===== src/hdl/efm_pkg.sv =====
// shared types, constants and mapping tables for the theremin controller
`default_nettype none
package efm_pkg;

  // fixed design constants
  localparam int BAR_PIXELS        = 10;
  localparam int SAMPLES_PER_FRAME = 3;
  localparam int ECHO_SLOTS        = 3;
  localparam int USED_SAMPLES      = (SAMPLES_PER_FRAME < ECHO_SLOTS) ?
                                     SAMPLES_PER_FRAME : ECHO_SLOTS;

  localparam int ECHO_W  = 16;
  localparam int SUM_W   = 18;
  localparam int CNT_W   = 2;
  localparam int MILLI_W = 21;
  localparam int CM_W    = 6;

  // configuration register indexes
  localparam logic REG_ECHO_MIN = 1'b0;
  localparam logic REG_ECHO_MAX = 1'b1;

  localparam logic [ECHO_W-1:0] ECHO_MIN_RESET = 16'd100;
  localparam logic [ECHO_W-1:0] ECHO_MAX_RESET = 16'd20000;

  // item kinds
  localparam logic CMD_FRAME  = 1'b0;
  localparam logic CMD_BUTTON = 1'b1;

  // reciprocal constants: sum / 3, milli / 1000, pot * 140 / 4095
  localparam logic [18:0] DIV3_RECIP  = 19'd349526;
  localparam logic [16:0] MILLI_RECIP = 17'd67109;
  localparam logic [27:0] POT_RECIP   = 28'd146836620;

  // distance window in thousandths of a cm
  localparam logic [MILLI_W-1:0] MILLI_LO = 21'd4000;
  localparam logic [MILLI_W-1:0] PITCH_HI = 21'd50000;
  localparam logic [MILLI_W-1:0] VOL_HI   = 21'd40000;
  localparam logic [CM_W-1:0]    CM_BASE  = 6'd4;

  // bar colours and modes
  localparam logic [1:0] BAR_ORANGE = 2'd3;
  localparam logic [1:0] MODE_LAST  = 2'd2;
  localparam logic [3:0] BAR_MUTE   = (BAR_PIXELS > 15) ? 4'd15 : 4'(BAR_PIXELS);

  typedef struct packed {
    logic        cmd;
    logic [15:0] pitch_echo_a;
    logic [15:0] pitch_echo_b;
    logic [15:0] pitch_echo_c;
    logic [15:0] vol_echo_a;
    logic [15:0] vol_echo_b;
    logic [15:0] vol_echo_c;
    logic [11:0] pot_level;
    logic        colour_button;
    logic        mute_button;
  } in_item_t;

  typedef struct packed {
    logic [10:0] tone_hz;
    logic [7:0]  volume_duty;
    logic [3:0]  bar_count;
    logic [1:0]  bar_colour;
    logic [1:0]  colour_mode;
    logic        is_muted;
  } out_item_t;

  // what one sensor lane found
  typedef struct packed {
    logic               valid;
    logic [MILLI_W-1:0] milli;
    logic [CM_W-1:0]    cm;
  } lane_res_t;

  // tone from whole-cm distance above 4 cm
  function automatic logic [10:0] tone_of(input logic [CM_W-1:0] x);
    int t;
    t = 50;
    for (int i = 0; i < 64; i++) begin
      if (x == 6'(i)) t = (i * 980) / 46 + 220;
    end
    if (t < 50) t = 50;
    if (t > 2000) t = 2000;
    return t[10:0];
  endfunction

  // duty from whole-cm volume distance above 4 cm
  function automatic logic [7:0] duty_of(input logic [CM_W-1:0] x);
    int d;
    d = 0;
    for (int i = 0; i < 64; i++) begin
      if (x == 6'(i)) d = (i * 125) / 36 + 15;
    end
    if (d < 0) d = 0;
    if (d > 140) d = 140;
    return d[7:0];
  endfunction

  // bar length shrinks with distance, truncated toward zero
  function automatic logic [3:0] bar_of(input logic [CM_W-1:0] x);
    int b;
    b = 1;
    for (int i = 0; i < 64; i++) begin
      if (x == 6'(i)) b = (i * (1 - BAR_PIXELS)) / 41 + BAR_PIXELS;
    end
    if (b < 1) b = 1;
    if (b > BAR_PIXELS) b = BAR_PIXELS;
    if (b > 15) b = 15;
    return b[3:0];
  endfunction

endpackage
`default_nettype wire


===== src/hdl/efm_lane.sv =====
// one sensor lane: echo gating, averaging, distance and whole centimetres
`default_nettype none
module efm_lane (
  input  wire logic                                 clk,
  input  wire logic [efm_pkg::ECHO_SLOTS-1:0][15:0] echoes,
  input  wire logic [15:0]                          echo_min,
  input  wire logic [15:0]                          echo_max,
  output efm_pkg::lane_res_t                        res
);
  import efm_pkg::*;

  logic [SUM_W-1:0]   sum_c;
  logic [CNT_W-1:0]   cnt_c;
  logic [SUM_W-1:0]   sum_q;
  logic [CNT_W-1:0]   cnt_q;
  logic [36:0]        prod3;
  logic [ECHO_W-1:0]  avg_c;
  logic [ECHO_W-1:0]  avg_q;
  logic               avg_ok;
  logic [MILLI_W-1:0] milli_q;
  logic               milli_ok;
  logic [32:0]        prod_cm;

  // gate echoes to the open window and accumulate
  always_comb begin
    sum_c = '0;
    cnt_c = '0;
    for (int i = 0; i < USED_SAMPLES; i++) begin
      if (echoes[i] > echo_min && echoes[i] < echo_max) begin
        sum_c = sum_c + SUM_W'(echoes[i]);
        cnt_c = cnt_c + 2'd1;
      end
    end
  end

  always_ff @(posedge clk) begin
    sum_q <= sum_c;
    cnt_q <= cnt_c;
  end

  // average: divide by a count of one, two or three
  assign prod3 = 37'(sum_q) * 37'(DIV3_RECIP);

  always_comb begin
    unique case (cnt_q)
      2'd1:    avg_c = sum_q[ECHO_W-1:0];
      2'd2:    avg_c = sum_q[ECHO_W:1];
      2'd3:    avg_c = prod3[35:20];
      default: avg_c = '0;
    endcase
  end

  always_ff @(posedge clk) begin
    avg_q  <= avg_c;
    avg_ok <= (cnt_q != '0);
  end

  // distance in thousandths of a cm: avg * 17
  always_ff @(posedge clk) begin
    milli_q  <= (MILLI_W'(avg_q) << 4) + MILLI_W'(avg_q);
    milli_ok <= avg_ok;
  end

  // whole cm, exact for distances below 64 cm
  assign prod_cm = 33'(milli_q[15:0]) * 33'(MILLI_RECIP);

  always_ff @(posedge clk) begin
    res.valid <= milli_ok;
    res.milli <= milli_q;
    res.cm    <= prod_cm[31:26];
  end

endmodule
`default_nettype wire


===== src/hdl/efm_merge.sv =====
// merging stage: tone, duty and bar mapping, button edges and held results
`default_nettype none
module efm_merge (
  input  wire logic               clk,
  input  wire logic               rst,
  input  wire logic               upd,
  input  wire efm_pkg::in_item_t  item,
  input  wire efm_pkg::lane_res_t pitch,
  input  wire efm_pkg::lane_res_t vol,
  output efm_pkg::out_item_t      result
);
  import efm_pkg::*;

  logic [1:0]  mode_q;
  logic        mute_reg;
  logic        colour_prev;
  logic        mute_prev;
  logic [10:0] tone_hold;
  logic [7:0]  duty_hold;
  logic [3:0]  bar_count_hold;
  logic [1:0]  bar_colour_hold;
  logic [39:0] pot_prod;
  logic [7:0]  pot_duty;
  logic        pitch_ok;
  logic        vol_ok;
  logic [CM_W-1:0] pitch_x;
  logic [CM_W-1:0] vol_x;
  logic [7:0]  duty_c;

  // pot fallback duty, registered ahead of the merge
  assign pot_prod = 40'(item.pot_level) * 40'(POT_RECIP);

  always_ff @(posedge clk) begin
    pot_duty <= pot_prod[39:32];
  end

  // range checks and table lookups
  assign pitch_ok = pitch.valid && pitch.milli > MILLI_LO && pitch.milli < PITCH_HI
                    && !mute_reg;
  assign vol_ok   = vol.valid && vol.milli > MILLI_LO && vol.milli < VOL_HI;
  assign pitch_x  = pitch.cm - CM_BASE;
  assign vol_x    = vol.cm - CM_BASE;
  assign duty_c   = vol_ok ? duty_of(vol_x) : pot_duty;

  // held frame results and button state
  always_ff @(posedge clk) begin
    if (rst) begin
      mode_q          <= '0;
      mute_reg        <= 1'b0;
      colour_prev     <= 1'b1;
      mute_prev       <= 1'b1;
      tone_hold       <= '0;
      duty_hold       <= '0;
      bar_count_hold  <= '0;
      bar_colour_hold <= '0;
    end else if (upd) begin
      if (item.cmd == CMD_FRAME) begin
        if (pitch_ok) begin
          tone_hold       <= tone_of(pitch_x);
          duty_hold       <= duty_c;
          bar_count_hold  <= bar_of(pitch_x);
          bar_colour_hold <= mode_q;
        end else begin
          tone_hold <= '0;
          duty_hold <= '0;
          if (mute_reg) begin
            bar_count_hold  <= BAR_MUTE;
            bar_colour_hold <= BAR_ORANGE;
          end else begin
            bar_count_hold  <= '0;
            bar_colour_hold <= mode_q;
          end
        end
      end else begin
        if (colour_prev && !item.colour_button) begin
          mode_q <= (mode_q >= MODE_LAST) ? 2'd0 : mode_q + 2'd1;
        end
        colour_prev <= item.colour_button;
        if (mute_prev && !item.mute_button) begin
          mute_reg <= !mute_reg;
        end
        mute_prev <= item.mute_button;
      end
    end
  end

  assign result.tone_hz     = tone_hold;
  assign result.volume_duty = duty_hold;
  assign result.bar_count   = bar_count_hold;
  assign result.bar_colour  = bar_colour_hold;
  assign result.colour_mode = mode_q;
  assign result.is_muted    = mute_reg;

  // a muted frame always shows the orange bar
  a_mute_orange: assert property (@(posedge clk) disable iff (rst)
    upd && item.cmd == CMD_FRAME && mute_reg |=> bar_colour_hold == BAR_ORANGE)
    else $error("muted frame without orange bar");

  // a muted frame is silent
  a_mute_silent: assert property (@(posedge clk) disable iff (rst)
    upd && item.cmd == CMD_FRAME && mute_reg |=> tone_hold == '0 && duty_hold == '0)
    else $error("muted frame not silent");

  // only a button item moves the colour mode
  a_mode_hold: assert property (@(posedge clk) disable iff (rst)
    !(upd && item.cmd == CMD_BUTTON) |=> $stable(mode_q) || $past(rst))
    else $error("colour mode changed without a button request");

  // colour mode stays within its three values
  a_mode_range: assert property (@(posedge clk) disable iff (rst)
    mode_q <= MODE_LAST)
    else $error("colour mode out of range");

endmodule
`default_nettype wire


===== src/hdl/echo_filter_tone_bar_mapper.sv =====
// theremin controller top level: config registers, sequencer, lanes, merge, output register
// an accepted request steps through S1..S4 (the four-stage lanes), MERGE and DONE;
// DONE loads the output register once it is free; new requests are taken only in idle
// the output register holds a result while the next request is taken
// reset (synchronous, active high): idle, no result, mode 0, unmuted, holds zero,
// echo window back to 100..20000 us
`default_nettype none
module echo_filter_tone_bar_mapper (
  input  wire logic              clk,
  input  wire logic              rst,
  input  wire logic              cfg_we,
  input  wire logic              cfg_index,
  input  wire logic [15:0]       cfg_data,
  input  wire logic              item_valid,
  output logic                   item_ready,
  input  wire efm_pkg::in_item_t item,
  output logic                   result_valid,
  input  wire logic              result_ready,
  output efm_pkg::out_item_t     result
);
  import efm_pkg::*;

  typedef enum logic [6:0] {
    ST_IDLE  = 7'b0000001,
    ST_S1    = 7'b0000010,
    ST_S2    = 7'b0000100,
    ST_S3    = 7'b0001000,
    ST_S4    = 7'b0010000,
    ST_MERGE = 7'b0100000,
    ST_DONE  = 7'b1000000
  } state_t;

  state_t     state;
  state_t     state_next;
  logic [15:0] echo_min;
  logic [15:0] echo_max;
  in_item_t   item_q;
  lane_res_t  pitch_res;
  lane_res_t  vol_res;
  out_item_t  merged;
  logic       load;
  logic [ECHO_SLOTS-1:0][15:0] pitch_echoes;
  logic [ECHO_SLOTS-1:0][15:0] vol_echoes;

  // configuration registers
  always_ff @(posedge clk) begin
    if (rst) begin
      echo_min <= ECHO_MIN_RESET;
      echo_max <= ECHO_MAX_RESET;
    end else if (cfg_we) begin
      unique case (cfg_index)
        REG_ECHO_MIN: echo_min <= cfg_data;
        REG_ECHO_MAX: echo_max <= cfg_data;
        default:      echo_min <= echo_min;
      endcase
    end
  end

  // request capture
  assign item_ready = (state == ST_IDLE);

  always_ff @(posedge clk) begin
    if (item_valid && item_ready) item_q <= item;
  end

  // sequencer
  always_comb begin
    state_next = state;
    unique case (state)
      ST_IDLE:  if (item_valid) state_next = ST_S1;
      ST_S1:    state_next = ST_S2;
      ST_S2:    state_next = ST_S3;
      ST_S3:    state_next = ST_S4;
      ST_S4:    state_next = ST_MERGE;
      ST_MERGE: state_next = ST_DONE;
      ST_DONE:  if (!result_valid || result_ready) state_next = ST_IDLE;
      default:  state_next = ST_IDLE;
    endcase
  end

  always_ff @(posedge clk) begin
    if (rst) state <= ST_IDLE;
    else     state <= state_next;
  end

  // sensor lanes
  assign pitch_echoes = {item_q.pitch_echo_c, item_q.pitch_echo_b, item_q.pitch_echo_a};
  assign vol_echoes   = {item_q.vol_echo_c, item_q.vol_echo_b, item_q.vol_echo_a};

  efm_lane u_pitch_lane (
    .clk      (clk),
    .echoes   (pitch_echoes),
    .echo_min (echo_min),
    .echo_max (echo_max),
    .res      (pitch_res)
  );

  efm_lane u_vol_lane (
    .clk      (clk),
    .echoes   (vol_echoes),
    .echo_min (echo_min),
    .echo_max (echo_max),
    .res      (vol_res)
  );

  // merging stage
  efm_merge u_merge (
    .clk    (clk),
    .rst    (rst),
    .upd    (state == ST_MERGE),
    .item   (item_q),
    .pitch  (pitch_res),
    .vol    (vol_res),
    .result (merged)
  );

  // output register
  assign load = (state == ST_DONE) && (!result_valid || result_ready);

  always_ff @(posedge clk) begin
    if (rst) begin
      result_valid <= 1'b0;
    end else if (load) begin
      result_valid <= 1'b1;
    end else if (result_ready) begin
      result_valid <= 1'b0;
    end
  end

  always_ff @(posedge clk) begin
    if (load) result <= merged;
  end

  // an accepted request starts the lanes
  a_start: assert property (@(posedge clk) disable iff (rst)
    item_valid && item_ready |=> state == ST_S1)
    else $error("accepted request did not start the lanes");

  // a fresh result comes only from the done state
  a_rise: assert property (@(posedge clk) disable iff (rst)
    $rose(result_valid) |-> $past(state) == ST_DONE)
    else $error("result appeared outside the done state");

  // merge is followed by done
  a_merge: assert property (@(posedge clk) disable iff (rst)
    state == ST_MERGE |=> state == ST_DONE)
    else $error("merge not followed by done");

  // a waiting result is never overwritten
  a_no_drop: assert property (@(posedge clk) disable iff (rst)
    result_valid && !result_ready |=> result_valid && $stable(result))
    else $error("pending result lost");

endmodule
`default_nettype wire


===== config.mk =====
export PLATFORM = sky130hd
export DESIGN_NAME = echo_filter_tone_bar_mapper
export DESIGN_NICKNAME = d
export VERILOG_FILES = /design/src/hdl/efm_pkg.sv /design/src/hdl/efm_lane.sv /design/src/hdl/efm_merge.sv /design/src/hdl/echo_filter_tone_bar_mapper.sv
export SDC_FILE = /design/constraint.sdc
export NUM_CORES = 2
export LEC_CHECK = 0
export ABC_AREA = 1
export ABC_CLOCK_PERIOD_IN_PS = 6900
export BUFFER_PORTS_ARGS = -buffer_cell sky130_fd_sc_hd__clkbuf_2
export CAP_MARGIN = 10
export CORE_MARGIN = 4
export CORE_UTILIZATION = 61
export DETAILED_ROUTE_END_ITERATION = 10
export PLACE_DENSITY_LB_ADDON = 0.25
export SLEW_MARGIN = 15
export SYNTH_ARGS = -nofsm -noshare
export SYNTH_HDL_FRONTEND = slang
export SYNTH_SLANG_ARGS = --single-unit
export TNS_END_PERCENT = 20

===== constraint.sdc =====
create_clock -name clk -period 6.9 [get_ports clk]
set_input_delay 0 -clock clk [delete_from_list [all_inputs] [get_ports clk]]
set_output_delay 0 -clock clk [all_outputs]
set_load 0.005 [all_outputs]

==> flow_metrics.py <==
metrics = {
    "run_status": {
        "outcome": "finished, final reports clean",
    },
    "critical_path": {
        "arrival_ns": 6.31,
        "r2r-start": "echo_min[10]",
        "worst_path_largest_cell_delay_ns": 0.50,
        "cpMostUsedCell": "nand2_1",
        "path_max_fanout": 15,
        "cp-start-kind": "register",
        "critical_path.endpoint_type": "register",
        "critPathLaunch": "echo_min[10]",
        "slowest_stage": "a2111oi_0",
        "path_class": "reg -> reg",
        "required_ns": 7.34,
    },
    "yosys": {
        "synth_cell_types": 64,
        "synthArstFlopShare_pct": 0,
        "synth_seq_area_share_pct": 21.9,
        "synth-edff-count": 139,
        "synth_top_flop_cell": "dfxtp_1",
        "ys_ff_latch": 391,
        "syn-cell-area_um2": 42000,
        "netlist_instances": 4742,
        "synth_warnings": 0,
        "syn_area_per_cell_um2": 8.86,
        "synthesis.nets": 6144,
    },
    "detailed_routing": {
        "dr.pass1.iters": 6,
        "viasPerCell": 5.63,
        "drt_iter0_drc": 2086,
        "ant_nets": 0,
        "wl_um": 107000,
        "wl_per_cell_um": 17.9,
        "drcViolationCount": 0,
        "vias": 33597,
    },
    "floorplan": {
        "rows": 95,
        "die-width_um": 270,
        "io_pins": 163,
        "die_h_um": 270,
        "die_area_um2": 73100,
        "start_util_pct": 62.0,
        "core-area_um2": 67800,
    },
    "layout": {
        "largest_register": "item_q",
        "drive_gt1_share_pct": 5.77,
        "finalNonFillerCells": 5967,
        "largest_reg_flops": 111,
        "seqCellArea_um2": 9220,
        "nNetsFinal": 6457,
        "syn_to_final_growth_pct": 11.3,
        "postLayoutCellArea_um2": 46800,
        "fillCellCount": 5285,
        "multi_input_comb_area_um2": 29000,
    },
    "timing": {
        "max_slew_margin_pct": 19.2,
        "fin_skew_ns": 0.0262,
        "fin_crit_sh_pct": 85.0,
        "worstMarginPinSlew_ns": 1.21,
        "maxSlewViolCount": 0,
        "setup_tns_ns": 0,
        "final_hold_viol_count": 0,
        "fmax_mhz": 171,
        "setup_viol": 0,
        "finalCriticalPeriod_ns": 5.86,
        "grt_setup_unrepaired": "false",
    },
    "clock_tree": {
        "post_cts_buffers": 0,
        "cts_buffer_depth": 3,
        "cts-buffers-inserted": 45,
        "cts_root_buf": "clkbuf_16",
        "clk_latency_ns": 0.59,
        "clkSinkCount": 391,
        "clk_pin_slew_ns": 0.06,
        "cts-resized-gates": 0,
        "cts.htree.levels": 2,
        "cts_tree": "built",
        "cts-hold-fix-buffers": 135,
    },
    "placement": {
        "placed_cells": 5746,
        "io_buffers": 162,
        "dp_hpwl_um": 87200,
        "place_area_um2": 43800,
        "routabilityCongestion": 0.989,
    },
    "worst_hold_path": {
        "min_path_type": "in -> reg",
        "min_from": "rst",
    },
    "global_route": {
        "grt_overflow": 0,
        "grt_first_pass_wirelength_um": 175000,
        "grt_pass1_vias": 34294,
        "grt_use_total_pct": 29.4,
        "antenna_found_initial": 2,
        "grt_max_degree": 73,
    },
    "run": {
        "maxCapViolCount": 0,
    },
}
==> area by class of cell <==
class | count | area share (%)
multi-input combinational | 3343 | 62.0
sequential | 391 | 19.7
inverter | 971 | 7.79
timing repair buffer | 303 | 4.72
clock buffer | 58 | 2.83
tap | 873 | 2.34
clock inverter | 26 | 0.591
antenna | 2 | 0.0107
==> cells by family after synthesis <==
logic type               after synthesis  share of synthesized area (%)
AO/OA/AOI/OAI                        762                           10.6
XOR/XNOR                             108                           2.25
adder cells (fa/ha/maj)             1269                           43.8
buffers and inverters               1008                           9.10
flip-flops                           391                           21.9
AND/OR/NAND/NOR                     1204                           12.3
==> metrics by stage <==
step	util (%)	setup slack [ns]	hold slack (ns)
finish	69.0	1.04	0.105
global route	69.0	0.570	0.108
CTS	69.0	1.19	0.0628
detailed placement	64.7	1.22	0.179
global placement	64.7	1.33	0.177
floorplan	-	0.581	0.0989
==> cells in the final DEF, fill, tap and decap left out, types with 8 or more instances in the layout <==
cell type and instances:
a221oi_1 11, clkbuf_16 51, o21bai_1 23, a31oi_1 20, fa_1 336, ha_1 933, o21ai_0 168, inv_6 8
edfxtp_1 139, nand3_1 128, nand2_2 8, a21oi_1 343, inv_2 10, o31ai_1 12, o21ai_1 27, o21a_1 9
o221ai_1 42, nor3_1 57, inv_1 958, or2_2 10, xnor2_1 50, nand2_1 566, o211ai_1 32, nand4_1 72
nor4_1 20, a211oi_1 19, a21o_1 17, clkbuf_2 162, xor2_1 58, nor2_1 309, dlygate4sd3_1 135, dfxtp_1 252
==> worst max-delay path, delay by kind of cell, from the launching register on <==
kind | cells | cell delay (ns)
simple gates | 15 | 2.01
flops | 1 | 0.30
xor+xnor | 1 | 0.21
fa+ha+maj | 4 | 1.34
buf+inv | 2 | 0.40
compound gates | 9 | 1.46
==> synthesized netlist by cell type, types with 20 or more instances <==
| cell | count | share of area, % |
|---|---|---|
| a21oi_1 | 343 | 4.1 |
| a31oi_1 | 20 | 0.30 |
| clkbuf_1 | 27 | 0.24 |
| dfxtp_1 | 252 | 12 |
| edfxtp_1 | 139 | 9.9 |
| fa_1 | 336 | 16 |
| ha_1 | 933 | 28 |
| inv_1 | 958 | 8.6 |
| nand2_1 | 566 | 5.1 |
| nand3_1 | 128 | 1.5 |
| nand4_1 | 72 | 1.1 |
| nor2_1 | 311 | 2.8 |
| nor3_1 | 57 | 0.68 |
| nor4_1 | 20 | 0.30 |
| o211ai_1 | 32 | 0.57 |
| o21ai_0 | 168 | 2.0 |
| o21ai_1 | 28 | 0.33 |
| o21bai_1 | 23 | 0.41 |
| o221ai_1 | 42 | 0.88 |
| xnor2_1 | 50 | 1.0 |
| xor2_1 | 58 | 1.2 |
==> layer usage <==
metal	track usage [%]	wire length [um]	up-vias
li1	-	-	16499
met1	38.3	45600	15808
met2	51.0	50700	1046
met3	4.16	6710	244
met4	9.33	3880	0
met5	0	0	-
==> worst paths after layout <==
check                                 to  slack, ns  cells after the start
setup reg to reg  u_pitch_lane.sum_q[17]       1.04                     31
setup / recovery  u_pitch_lane.sum_q[17]       1.04                     31
hold / removal              result_valid       0.10                      2
hold reg to reg     u_pitch_lane.res[23]       0.32                      0
Power is not shown: default switching activity piles up to over one toggle a cycle in this logic, so the estimate is an artifact.
